$ cat config.mk
export PLATFORM = sky130hd
export DESIGN_NAME = clipped_dda_line_walker_top
export DESIGN_NICKNAME = d
export VERILOG_FILES = /design/src/sv/cdda_pkg.sv /design/src/sv/cdda_front.sv /design/src/sv/cdda_div.sv /design/src/sv/cdda_back.sv /design/src/sv/clipped_dda_line_walker_top.sv
export SDC_FILE = /design/constraint.sdc
export NUM_CORES = 2
export LEC_CHECK = 0
export BUFFER_PORTS_ARGS = -buffer_cell sky130_fd_sc_hd__buf_2
export CAP_MARGIN = 15
export CORE_UTILIZATION = 58
export DETAILED_ROUTE_END_ITERATION = 10
export PLACE_DENSITY = 0.79
export SYNTH_ARGS = -nofsm -noshare
export SYNTH_HDL_FRONTEND = slang
export SYNTH_HIERARCHICAL = 1
export SYNTH_SLANG_ARGS = --single-unit
$ cat constraint.sdc
create_clock -name i_clk -period 21.6 [get_ports i_clk]
set_input_delay 4.32 -clock i_clk [delete_from_list [all_inputs] [get_ports i_clk]]
set_output_delay 4.32 -clock i_clk [all_outputs]
set_load 0.02 [all_outputs]
$ cat src/sv/cdda_pkg.sv
// shared constants and types for the clipped dda line walker
`timescale 1ns / 1ps
package cdda_pkg;
    localparam int MaxDim = 4096;
    localparam int FracBits = 16;
    localparam int CoordW = 16;
    localparam int ClipW = 13;
    localparam int PixW = 12;
    localparam int PosW = 18;
    localparam int AccW = 48;
    localparam int SlopeW = 18;
    localparam int DeltaW = 17;

    localparam logic [1:0] RegLeft = 2'd0;
    localparam logic [1:0] RegTop = 2'd1;
    localparam logic [1:0] RegRight = 2'd2;
    localparam logic [1:0] RegBottom = 2'd3;

    localparam logic OpLoad = 1'b0;
    localparam logic OpStep = 1'b1;

    typedef struct packed {
        logic [ClipW-1:0] left;
        logic [ClipW-1:0] top;
        logic [ClipW-1:0] right;
        logic [ClipW-1:0] bottom;
    } t_clip;

    // classified item passed from front to back
    typedef struct packed {
        logic               is_step;
        logic signed [CoordW:0] x1;
        logic signed [CoordW:0] y1;
        logic [DeltaW-1:0]  dx;
        logic [DeltaW-1:0]  dy;
        logic               dy_neg;
        logic               dx_neg;
    } t_item;
endpackage

$ cat src/sv/cdda_front.sv
// front end: accepts items, orients the line, pushes into the queue
`timescale 1ns / 1ps
module cdda_front (
    input  logic                              i_clk,
    input  logic                              i_rst_n,
    input  logic                              i_valid,
    output logic                              o_stall,
    input  logic                              i_op,
    input  logic signed [cdda_pkg::CoordW-1:0] i_x_start,
    input  logic signed [cdda_pkg::CoordW-1:0] i_y_start,
    input  logic signed [cdda_pkg::CoordW-1:0] i_x_end,
    input  logic signed [cdda_pkg::CoordW-1:0] i_y_end,
    output logic                              o_q_valid,
    input  logic                              i_q_pop,
    output cdda_pkg::t_item                   o_q_item
);
    localparam int W = cdda_pkg::CoordW + 2;
    cdda_pkg::t_item r_q0, r_q1, n_item;
    logic [1:0] r_cnt;
    logic signed [W-1:0] x1, y1, dx, dy, s;
    logic push;

    always_comb begin
        x1 = W'(i_x_start);
        y1 = W'(i_y_start);
        dx = W'(i_x_end) - x1;
        dy = W'(i_y_end) - y1;
        s = dx + dy;
        if (s < 0) begin
            x1 = x1 + dx;
            y1 = y1 + dy;
            dx = -dx;
            dy = -dy;
        end
        n_item.is_step = (i_op == cdda_pkg::OpStep);
        n_item.x1 = x1[cdda_pkg::CoordW:0];
        n_item.y1 = y1[cdda_pkg::CoordW:0];
        n_item.dx_neg = dx[W-1];
        n_item.dy_neg = dy[W-1];
        n_item.dx = dx[W-1] ? cdda_pkg::DeltaW'(-dx) : cdda_pkg::DeltaW'(dx);
        n_item.dy = dy[W-1] ? cdda_pkg::DeltaW'(-dy) : cdda_pkg::DeltaW'(dy);
    end

    assign o_stall = (r_cnt == 2'd2);
    assign push = i_valid && !o_stall;
    assign o_q_valid = (r_cnt != 2'd0);
    assign o_q_item = r_q0;

    always_ff @(posedge i_clk) begin
        if (!i_rst_n) begin
            r_cnt <= 2'd0;
        end else begin
            r_cnt <= r_cnt + 2'(push) - 2'(i_q_pop);
        end
        if (i_q_pop) begin
            r_q0 <= (r_cnt == 2'd2) ? r_q1 : n_item;
            if (push && r_cnt == 2'd2) r_q1 <= n_item;
        end else if (push) begin
            if (r_cnt == 2'd0) r_q0 <= n_item;
            else r_q1 <= n_item;
        end
    end
endmodule

$ cat src/sv/cdda_div.sv
// restoring divider for the rounded slope quotient
`timescale 1ns / 1ps
module cdda_div #(
    parameter int NumW = 36,
    parameter int DenW = 18
) (
    input  logic            i_clk,
    input  logic            i_rst_n,
    input  logic            i_start,
    input  logic [NumW-1:0] i_num,
    input  logic [DenW-1:0] i_den,
    output logic            o_done,
    output logic [NumW-1:0] o_quot,
    output logic            o_rem_nz
);
    localparam int CntW = $clog2(NumW + 1);
    logic [NumW-1:0] r_q;
    logic [DenW:0]   r_r;
    logic [DenW-1:0] r_d;
    logic [CntW-1:0] r_cnt;
    logic            r_busy;
    logic [DenW:0]   sh, df;

    assign sh = {r_r[DenW-1:0], r_q[NumW-1]};
    assign df = sh - {1'b0, r_d};
    assign o_quot = r_q;
    assign o_rem_nz = (r_r != '0);
    assign o_done = r_busy && (r_cnt == '0);

    always_ff @(posedge i_clk) begin
        if (!i_rst_n) begin
            r_busy <= 1'b0;
            r_cnt <= '0;
        end else if (i_start) begin
            r_busy <= 1'b1;
            r_cnt <= CntW'(NumW);
            r_q <= i_num;
            r_r <= '0;
            r_d <= i_den;
        end else if (r_busy) begin
            if (r_cnt == '0) begin
                r_busy <= 1'b0;
            end else begin
                r_cnt <= r_cnt - 1'b1;
                if (!df[DenW]) begin
                    r_r <= df;
                    r_q <= {r_q[NumW-2:0], 1'b1};
                end else begin
                    r_r <= sh;
                    r_q <= {r_q[NumW-2:0], 1'b0};
                end
            end
        end
    end
endmodule

$ cat src/sv/cdda_back.sv
// back end: slope setup, start clipping and the step walk
`timescale 1ns / 1ps
module cdda_back #(
    parameter int FracBits = cdda_pkg::FracBits
) (
    input  logic                        i_clk,
    input  logic                        i_rst_n,
    input  cdda_pkg::t_clip             i_clip,
    input  logic                        i_q_valid,
    output logic                        o_q_pop,
    input  cdda_pkg::t_item             i_q_item,
    output logic                        o_valid,
    input  logic                        i_stall,
    output logic [cdda_pkg::PixW-1:0]   o_pixel_x,
    output logic [cdda_pkg::PixW-1:0]   o_pixel_y,
    output logic                        o_plotted,
    output logic                        o_stepped,
    output logic                        o_last
);
    localparam int DW = cdda_pkg::DeltaW;
    localparam int NumW = DW + FracBits + 2;
    localparam int AW = cdda_pkg::AccW;
    localparam int PW = cdda_pkg::PosW;
    localparam int SW = cdda_pkg::SlopeW;

    typedef enum logic [4:0] {
        S_IDLE = 5'b00001,
        S_DIV  = 5'b00010,
        S_MUL  = 5'b00100,
        S_FIN  = 5'b01000,
        S_OUT  = 5'b10000
    } t_state;
    t_state r_state;

    logic signed [AW-1:0] r_acc;
    logic signed [SW-1:0] r_slope;
    logic signed [PW-1:0] r_pos, r_fin, r_skip;
    logic                 r_xmaj, r_active;
    logic                 r_oval;
    logic [cdda_pkg::PixW-1:0] r_px, r_py;
    logic r_plot, r_stp, r_last;
    logic r_neg;
    logic signed [PW-1:0] r_mpos;
    logic signed [AW-1:0] r_prod;
    cdda_pkg::t_item r_it;

    logic out_free, div_start, div_done, div_rnz, set_oval;
    logic [NumW-1:0] div_num, div_q, sh_mag;
    logic [DW:0] div_den;
    logic [DW-1:0] sh, lg;
    logic sh_neg, num_neg, xmaj_in;
    logic signed [PW-1:0] minor;
    logic in_win;
    logic signed [PW-1:0] lo, hi;
    logic signed [SW-1:0] slope_v;
    logic signed [PW+SW-1:0] skip_prod;

    assign out_free = !r_oval || !i_stall;
    assign o_valid = r_oval;
    assign o_pixel_x = r_px;
    assign o_pixel_y = r_py;
    assign o_plotted = r_plot;
    assign o_stepped = r_stp;
    assign o_last = r_last;

    assign o_q_pop = (r_state == S_IDLE) && i_q_valid && out_free;
    assign div_start = o_q_pop && !i_q_item.is_step;
    assign set_oval = (o_q_pop && i_q_item.is_step) || ((r_state == S_OUT) && out_free);
    assign skip_prod = r_skip * r_slope;

    // magnitudes: shorter over longer, sign of the rounded numerator kept separately
    always_comb begin
        xmaj_in = !i_q_item.dx_neg && (i_q_item.dy_neg || i_q_item.dx > i_q_item.dy);
        if (xmaj_in) begin
            sh = i_q_item.dy;
            lg = i_q_item.dx;
            sh_neg = i_q_item.dy_neg;
        end else begin
            sh = i_q_item.dx;
            lg = i_q_item.dy;
            sh_neg = i_q_item.dx_neg;
        end
        sh_mag = NumW'(sh) << (FracBits + 1);
        num_neg = 1'b0;
        if (!sh_neg) begin
            div_num = sh_mag + NumW'(lg);
        end else if (sh_mag >= NumW'(lg)) begin
            div_num = sh_mag - NumW'(lg);
            num_neg = 1'b1;
        end else begin
            div_num = NumW'(lg) - sh_mag;
        end
        div_den = {lg, 1'b0};
    end

    cdda_div #(.NumW(NumW), .DenW(DW + 1)) u_div (
        .i_clk(i_clk), .i_rst_n(i_rst_n), .i_start(div_start),
        .i_num(div_num), .i_den(div_den),
        .o_done(div_done), .o_quot(div_q), .o_rem_nz(div_rnz)
    );

    always_comb begin
        // sign-magnitude num: negative needs floor = -(q + rnz)
        slope_v = r_neg ? SW'(-$signed({1'b0, div_q}) - (div_rnz ? 1 : 0))
                        : SW'(div_q);
        if (r_it.dx == '0 && r_it.dy == '0) slope_v = '0;
        minor = PW'(r_acc >>> FracBits);
        if (r_xmaj) in_win = minor >= $signed({1'b0, i_clip.top}) &&
                             minor < $signed({1'b0, i_clip.bottom});
        else in_win = minor >= $signed({1'b0, i_clip.left}) &&
                      minor < $signed({1'b0, i_clip.right});
        lo = r_xmaj ? PW'({1'b0, i_clip.left}) : PW'({1'b0, i_clip.top});
        hi = r_xmaj ? PW'({1'b0, i_clip.right}) : PW'({1'b0, i_clip.bottom});
    end

    always_ff @(posedge i_clk) begin
        if (!i_rst_n) begin
            r_state <= S_IDLE;
            r_oval <= 1'b0;
            r_active <= 1'b0;
            r_xmaj <= 1'b0;
            r_acc <= '0;
            r_slope <= '0;
            r_pos <= '0;
            r_fin <= '0;
        end else begin
            if (r_oval && !i_stall && !set_oval) r_oval <= 1'b0;
            unique case (r_state)
                S_IDLE: begin
                    if (o_q_pop) begin
                        if (i_q_item.is_step) begin
                            r_oval <= 1'b1;
                            r_px <= '0; r_py <= '0; r_plot <= 1'b0;
                            r_stp <= 1'b0; r_last <= 1'b0;
                            if (r_active) begin
                                r_stp <= 1'b1;
                                r_last <= (r_pos == r_fin);
                                if (in_win) begin
                                    r_plot <= 1'b1;
                                    r_px <= r_xmaj ? r_pos[cdda_pkg::PixW-1:0]
                                                   : minor[cdda_pkg::PixW-1:0];
                                    r_py <= r_xmaj ? minor[cdda_pkg::PixW-1:0]
                                                   : r_pos[cdda_pkg::PixW-1:0];
                                end
                                r_pos <= r_pos + 1'b1;
                                r_acc <= r_acc + AW'(r_slope);
                                if (r_pos == r_fin) r_active <= 1'b0;
                            end
                        end else begin
                            r_it <= i_q_item;
                            r_xmaj <= xmaj_in;
                            r_neg <= num_neg;
                            r_state <= S_DIV;
                        end
                    end
                end
                S_DIV: begin
                    if (div_done) begin
                        r_slope <= slope_v;
                        if (r_xmaj) begin
                            r_acc <= (AW'(r_it.y1) <<< FracBits) + AW'(1 << (FracBits - 1));
                            r_mpos <= PW'(r_it.x1);
                            r_fin <= PW'(r_it.x1) + PW'(r_it.dx);
                        end else begin
                            r_acc <= (AW'(r_it.x1) <<< FracBits) + AW'(1 << (FracBits - 1));
                            r_mpos <= PW'(r_it.y1);
                            r_fin <= PW'(r_it.y1) + PW'(r_it.dy);
                        end
                        r_state <= S_MUL;
                    end
                end
                S_MUL: begin
                    r_skip <= (r_mpos < lo) ? lo - r_mpos : '0;
                    r_pos <= (r_mpos < lo) ? lo : r_mpos;
                    if (r_fin >= hi) r_fin <= hi - 1'b1;
                    r_state <= S_FIN;
                end
                S_FIN: begin
                    r_prod <= AW'(skip_prod);
                    r_state <= S_OUT;
                end
                S_OUT: begin
                    if (out_free) begin
                        r_acc <= r_acc + r_prod;
                        r_active <= (r_pos <= r_fin);
                        r_oval <= 1'b1;
                        r_px <= '0; r_py <= '0; r_plot <= 1'b0; r_stp <= 1'b0;
                        r_last <= !(r_pos <= r_fin);
                        r_state <= S_IDLE;
                    end
                end
                default: r_state <= S_IDLE;
            endcase
        end
    end
endmodule

$ cat src/sv/clipped_dda_line_walker_top.sv
// top level of the clipped dda line walker
// channel | signals                          | direction
// input   | i_valid/o_stall, op, endpoints   | in
// output  | o_valid/i_stall, pixel, flags    | out
// config  | apb psel/penable/pwrite/paddr    | in
// a step transaction is written from the queue head straight into the output register
// a load transaction passes S_DIV, S_MUL, S_FIN and S_OUT, using the 35-step slope divider
// reset clears clip window to full frame and ends any walk
// a two-entry queue lets input continue while the back end stalls on output
`timescale 1ns / 1ps
module clipped_dda_line_walker_top #(
    parameter int FracBits = cdda_pkg::FracBits
) (
    input  logic                               i_clk,
    input  logic                               i_rst_n,
    input  logic                               psel,
    input  logic                               penable,
    input  logic                               pwrite,
    input  logic [3:0]                         paddr,
    input  logic [31:0]                        pwdata,
    output logic [31:0]                        prdata,
    output logic                               pready,
    input  logic                               i_valid,
    output logic                               o_stall,
    input  logic                               i_op,
    input  logic signed [cdda_pkg::CoordW-1:0] i_x_start,
    input  logic signed [cdda_pkg::CoordW-1:0] i_y_start,
    input  logic signed [cdda_pkg::CoordW-1:0] i_x_end,
    input  logic signed [cdda_pkg::CoordW-1:0] i_y_end,
    output logic                               o_valid,
    input  logic                               i_stall,
    output logic [cdda_pkg::PixW-1:0]          o_pixel_x,
    output logic [cdda_pkg::PixW-1:0]          o_pixel_y,
    output logic                               o_plotted,
    output logic                               o_stepped,
    output logic                               o_last
);
    cdda_pkg::t_clip r_clip;
    cdda_pkg::t_item q_item;
    logic q_valid, q_pop;

    assign pready = 1'b1;
    always_comb begin
        unique case (paddr[3:2])
            cdda_pkg::RegLeft:   prdata = 32'(r_clip.left);
            cdda_pkg::RegTop:    prdata = 32'(r_clip.top);
            cdda_pkg::RegRight:  prdata = 32'(r_clip.right);
            default:             prdata = 32'(r_clip.bottom);
        endcase
    end

    always_ff @(posedge i_clk) begin
        if (!i_rst_n) begin
            r_clip.left <= '0;
            r_clip.top <= '0;
            r_clip.right <= cdda_pkg::ClipW'(cdda_pkg::MaxDim);
            r_clip.bottom <= cdda_pkg::ClipW'(cdda_pkg::MaxDim);
        end else if (psel && penable && pwrite && paddr[1:0] == 2'b00) begin
            unique case (paddr[3:2])
                cdda_pkg::RegLeft:   r_clip.left <= pwdata[cdda_pkg::ClipW-1:0];
                cdda_pkg::RegTop:    r_clip.top <= pwdata[cdda_pkg::ClipW-1:0];
                cdda_pkg::RegRight:  r_clip.right <= pwdata[cdda_pkg::ClipW-1:0];
                default:             r_clip.bottom <= pwdata[cdda_pkg::ClipW-1:0];
            endcase
        end
    end

    cdda_front u_front (
        .i_clk(i_clk), .i_rst_n(i_rst_n), .i_valid(i_valid), .o_stall(o_stall),
        .i_op(i_op), .i_x_start(i_x_start), .i_y_start(i_y_start),
        .i_x_end(i_x_end), .i_y_end(i_y_end),
        .o_q_valid(q_valid), .i_q_pop(q_pop), .o_q_item(q_item)
    );

    cdda_back #(.FracBits(FracBits)) u_back (
        .i_clk(i_clk), .i_rst_n(i_rst_n), .i_clip(r_clip),
        .i_q_valid(q_valid), .o_q_pop(q_pop), .i_q_item(q_item),
        .o_valid(o_valid), .i_stall(i_stall),
        .o_pixel_x(o_pixel_x), .o_pixel_y(o_pixel_y), .o_plotted(o_plotted),
        .o_stepped(o_stepped), .o_last(o_last)
    );
endmodule

==> out/qor.txt <==
Clock Skew: 33.1 ps
Seq/Total Area, Yosys: 28.9%
clock transition at the registers of the reported paths: 60 ps
WL/cell: 20.5 um
hold path start: u_front/o_q_item[44]$_DFFE_PP_
I/O pin total: 170
largest net degree at the start of global routing: 90
vias per cell: 6.07
hold path depth: 0
slew margin rel.: 29.7%
die area: 87900 um^2
Lkg Pwr: 23.9 nW
Avg Cell Area, Syn: 9.20 um^2
Worst-Skew Late Latency: 650 ps
total track usage: 31.2%
CP max FO: 27
area growth from synthesis to layout: 7.08%
Area contributors post-synth: edfxtp_1 (23%), fa_1 (13%), ha_1 (10%)
reg2reg setup slack: 13880 ps
CTS root buf: clkbuf_16
fin crit period: 11230 ps
post_cts resized: 0
Die W: 296 um
RSZ-0062 raised after global routing: no
pwr/cell area: 89.6 nW/um^2
NetSw: 0.00193 W
Yosys cell types: 122
CTS Hold Buffers Added: 0
Final Util: 62.9%
setup TNS: 0 ps
internal power: 0.00289 W
CTS tree: done
GP Congestion: 0.957
Peak VDD IR: 0.000109 V
H-tree depth: 2
final hold vios: 0
global-route wire length before repair: 216 mm
# clock sinks: 536
Die Y: 296 um
DRC: 0
Tightest Pin Transition: 1050 ps
CTS buffer count: 58
initial antenna violation count: 2
core area: 85500 um^2
CP arrival: 11620 ps
Final Max Slew Viols: 0
ys flop type: edfxtp_1
total number of vias: 40600
Initial Util: 58.8%
post-detailed-route count of antenna-violating nets: 0
dpl cells: 6572
Post-synth EDFFs: 379
WS Path Type: input pin to flop
maxcap violations: 0
worst flop-to-flop path startpoint: u_back/r_skip[8]$_SDFFCE_PP0P_
YS warnings: 6
worst reg2reg path endpoint: u_back/r_prod[33]$_DFFE_PP_
Finished Layout Cells: 6683
hold path endpoint: u_back/r_it[44]$_DFFE_PP_
sw frac: 40.1%
Worst Reg-to-Reg Cells: 21
CP required: 21990 ps
CP startpoint kind: input pin
top cells by count, synth: inv_1 (684), nand2_1 (507), nor2_1 (422)
Cells after Synth: 5465
crit path capture type: flop
fin crit share: 52.0%
CTS Buffer Depth: 3
Remaining Overflow, GRT: 0
DR iter-0 viols: 3454
register bit total from synthesis: 536
type of the worst min-delay path: flop to flop
post-CTS setup buffer count: 0
Synth async-reset ratio: 0%
Fmax: 89.0 MHz
Routed WL: 137 mm
Combinational Power Share: 43.2%
vias in the first global route: 40000
Cell Rows: 107
nets@finish: 6327
post-synth top area share: 22.6%
post-synthesis cell area: 50300 um^2
Clk pwr share: 21.7%
Post-DP HPWL: 103 mm
Pre-antenna DRT Iters: 7
endpoints failing setup: 0
diode count: 0
Flop pwr share: 35.2%
run status: finished, final reports clean
most common cell in the synthesized netlist: inv_1
layout cells sized above 1: 8.74%
Port-buffer cells: 130
most area-hungry cell type in the Yosys netlist: edfxtp_1
==> layout make-up <==
cell class | instances | area, um^2
inverter | 691 | 2590
fill | 6962 | 31700
timing repair buffer | 179 | 1020
clock buffer | 75 | 1650
sequential | 536 | 14500
clock inverter | 35 | 372
multi-input combinational | 4023 | 32200
tap | 1144 | 1430
==> layout by cell type, fill, tap and decap left out, drive strengths merged, types with 45 or more instances in the layout <==
| cell | instances |
|---|---|
| a211oi | 51 |
| a21o | 99 |
| a21oi | 351 |
| and2 | 207 |
| buf | 179 |
| clkbuf | 75 |
| dfxtp | 157 |
| edfxtp | 379 |
| fa | 324 |
| ha | 406 |
| inv | 693 |
| mux2 | 104 |
| mux2i | 156 |
| nand2 | 507 |
| nand2b | 56 |
| nand3 | 96 |
| nor2 | 425 |
| nor2b | 45 |
| nor3 | 88 |
| nor4 | 50 |
| o21ai | 200 |
| xnor2 | 186 |
| xor2 | 93 |
==> logic make-up after synthesis <==
group	share of synthesized area, %
AOI/OAI and AO/OA	13.9
DFF	28.9
and+or+nand+nor	16.0
other	0.0224
buffers and inverters	7.26
muxes	6.03
xor gates and xnor gates	4.92
adders and majority gates	23.0
==> power by group through the flow <==
stage               Clock [W]  Sequential [W]  Combinational, W
floorplan                   0         0.00161           0.00157
global placement            0         0.00170           0.00196
detailed placement          0         0.00171           0.00202
CTS                   0.00106         0.00169           0.00204
global route          0.00110         0.00171           0.00227
finish                0.00105         0.00170           0.00208
==> critical path, stage by stage <==
cell and delay [ps]:
buf_2 110, ha_1 260, fa_1 470, nand2b_2 240, a21oi_2 250, o2111ai_2 200, a31oi_1 330, a21oi_1 130
o21ai_0 190, o22ai_1 320, ha_1 980, and4_1 340, o2111ai_1 130, o21ai_0 250, nand2_1 130, o21ai_2 440
a22o_1 650, buf_4 420, mux2_2 430, clkinv_1 370, o41ai_1 190, xnor2_1 170, mux2_2 300
==> flip-flops by register name, indices dropped and copies added, names as in the netlist, 19 cells and up <==
name and count:
r_clip 52, u_front/o_q_item 71, u_back/r_it 68, u_back/r_acc 34, u_front/r_q1 71, u_back/u_div/r_r 19, u_back/r_prod 34, u_back/u_div/o_quot 35
==> metrics by stage <==
stage	setup slack, ps	hold WS, ps	area [um^2]	total power, W
finish	10370	395	53800	0.00482
global route	9970	405	53800	0.00508
CTS	10610	395	53800	0.00479
detailed placement	9950	405	51800	0.00373
global placement	10030	403	51800	0.00366
floorplan	11150	400	50400	0.00318
==> how the worst max path moves through the flow <==
stage	cells past startpoint	from	end	slack [ps]
2_1_floorplan	4	i_stall	u_front/r_q1[0]$_DFFE_PP_	11150
3_3_place_gp	23	i_y_start[0]	u_front/o_q_item[30]$_DFFE_PP_	10030
3_5_place_dp	23	i_y_start[0]	u_front/o_q_item[30]$_DFFE_PP_	9950
4_1_cts	23	i_y_start[0]	u_front/o_q_item[30]$_DFFE_PP_	10610
5_1_grt	24	i_y_end[0]	u_front/o_q_item[28]$_DFFE_PP_	9970
6_report	23	i_y_start[0]	u_front/o_q_item[30]$_DFFE_PP_	10370
==> layer usage <==
metal,wire [um],GRT usage [%],vias to the layer above
met5,0,0,-
met4,6210,13.6,0
met3,9940,4.18,379
met2,65800,53.3,1697
met1,55200,39.6,19700
li1,-,-,18800
No activity file was read; power rests on OpenSTA's default activity.
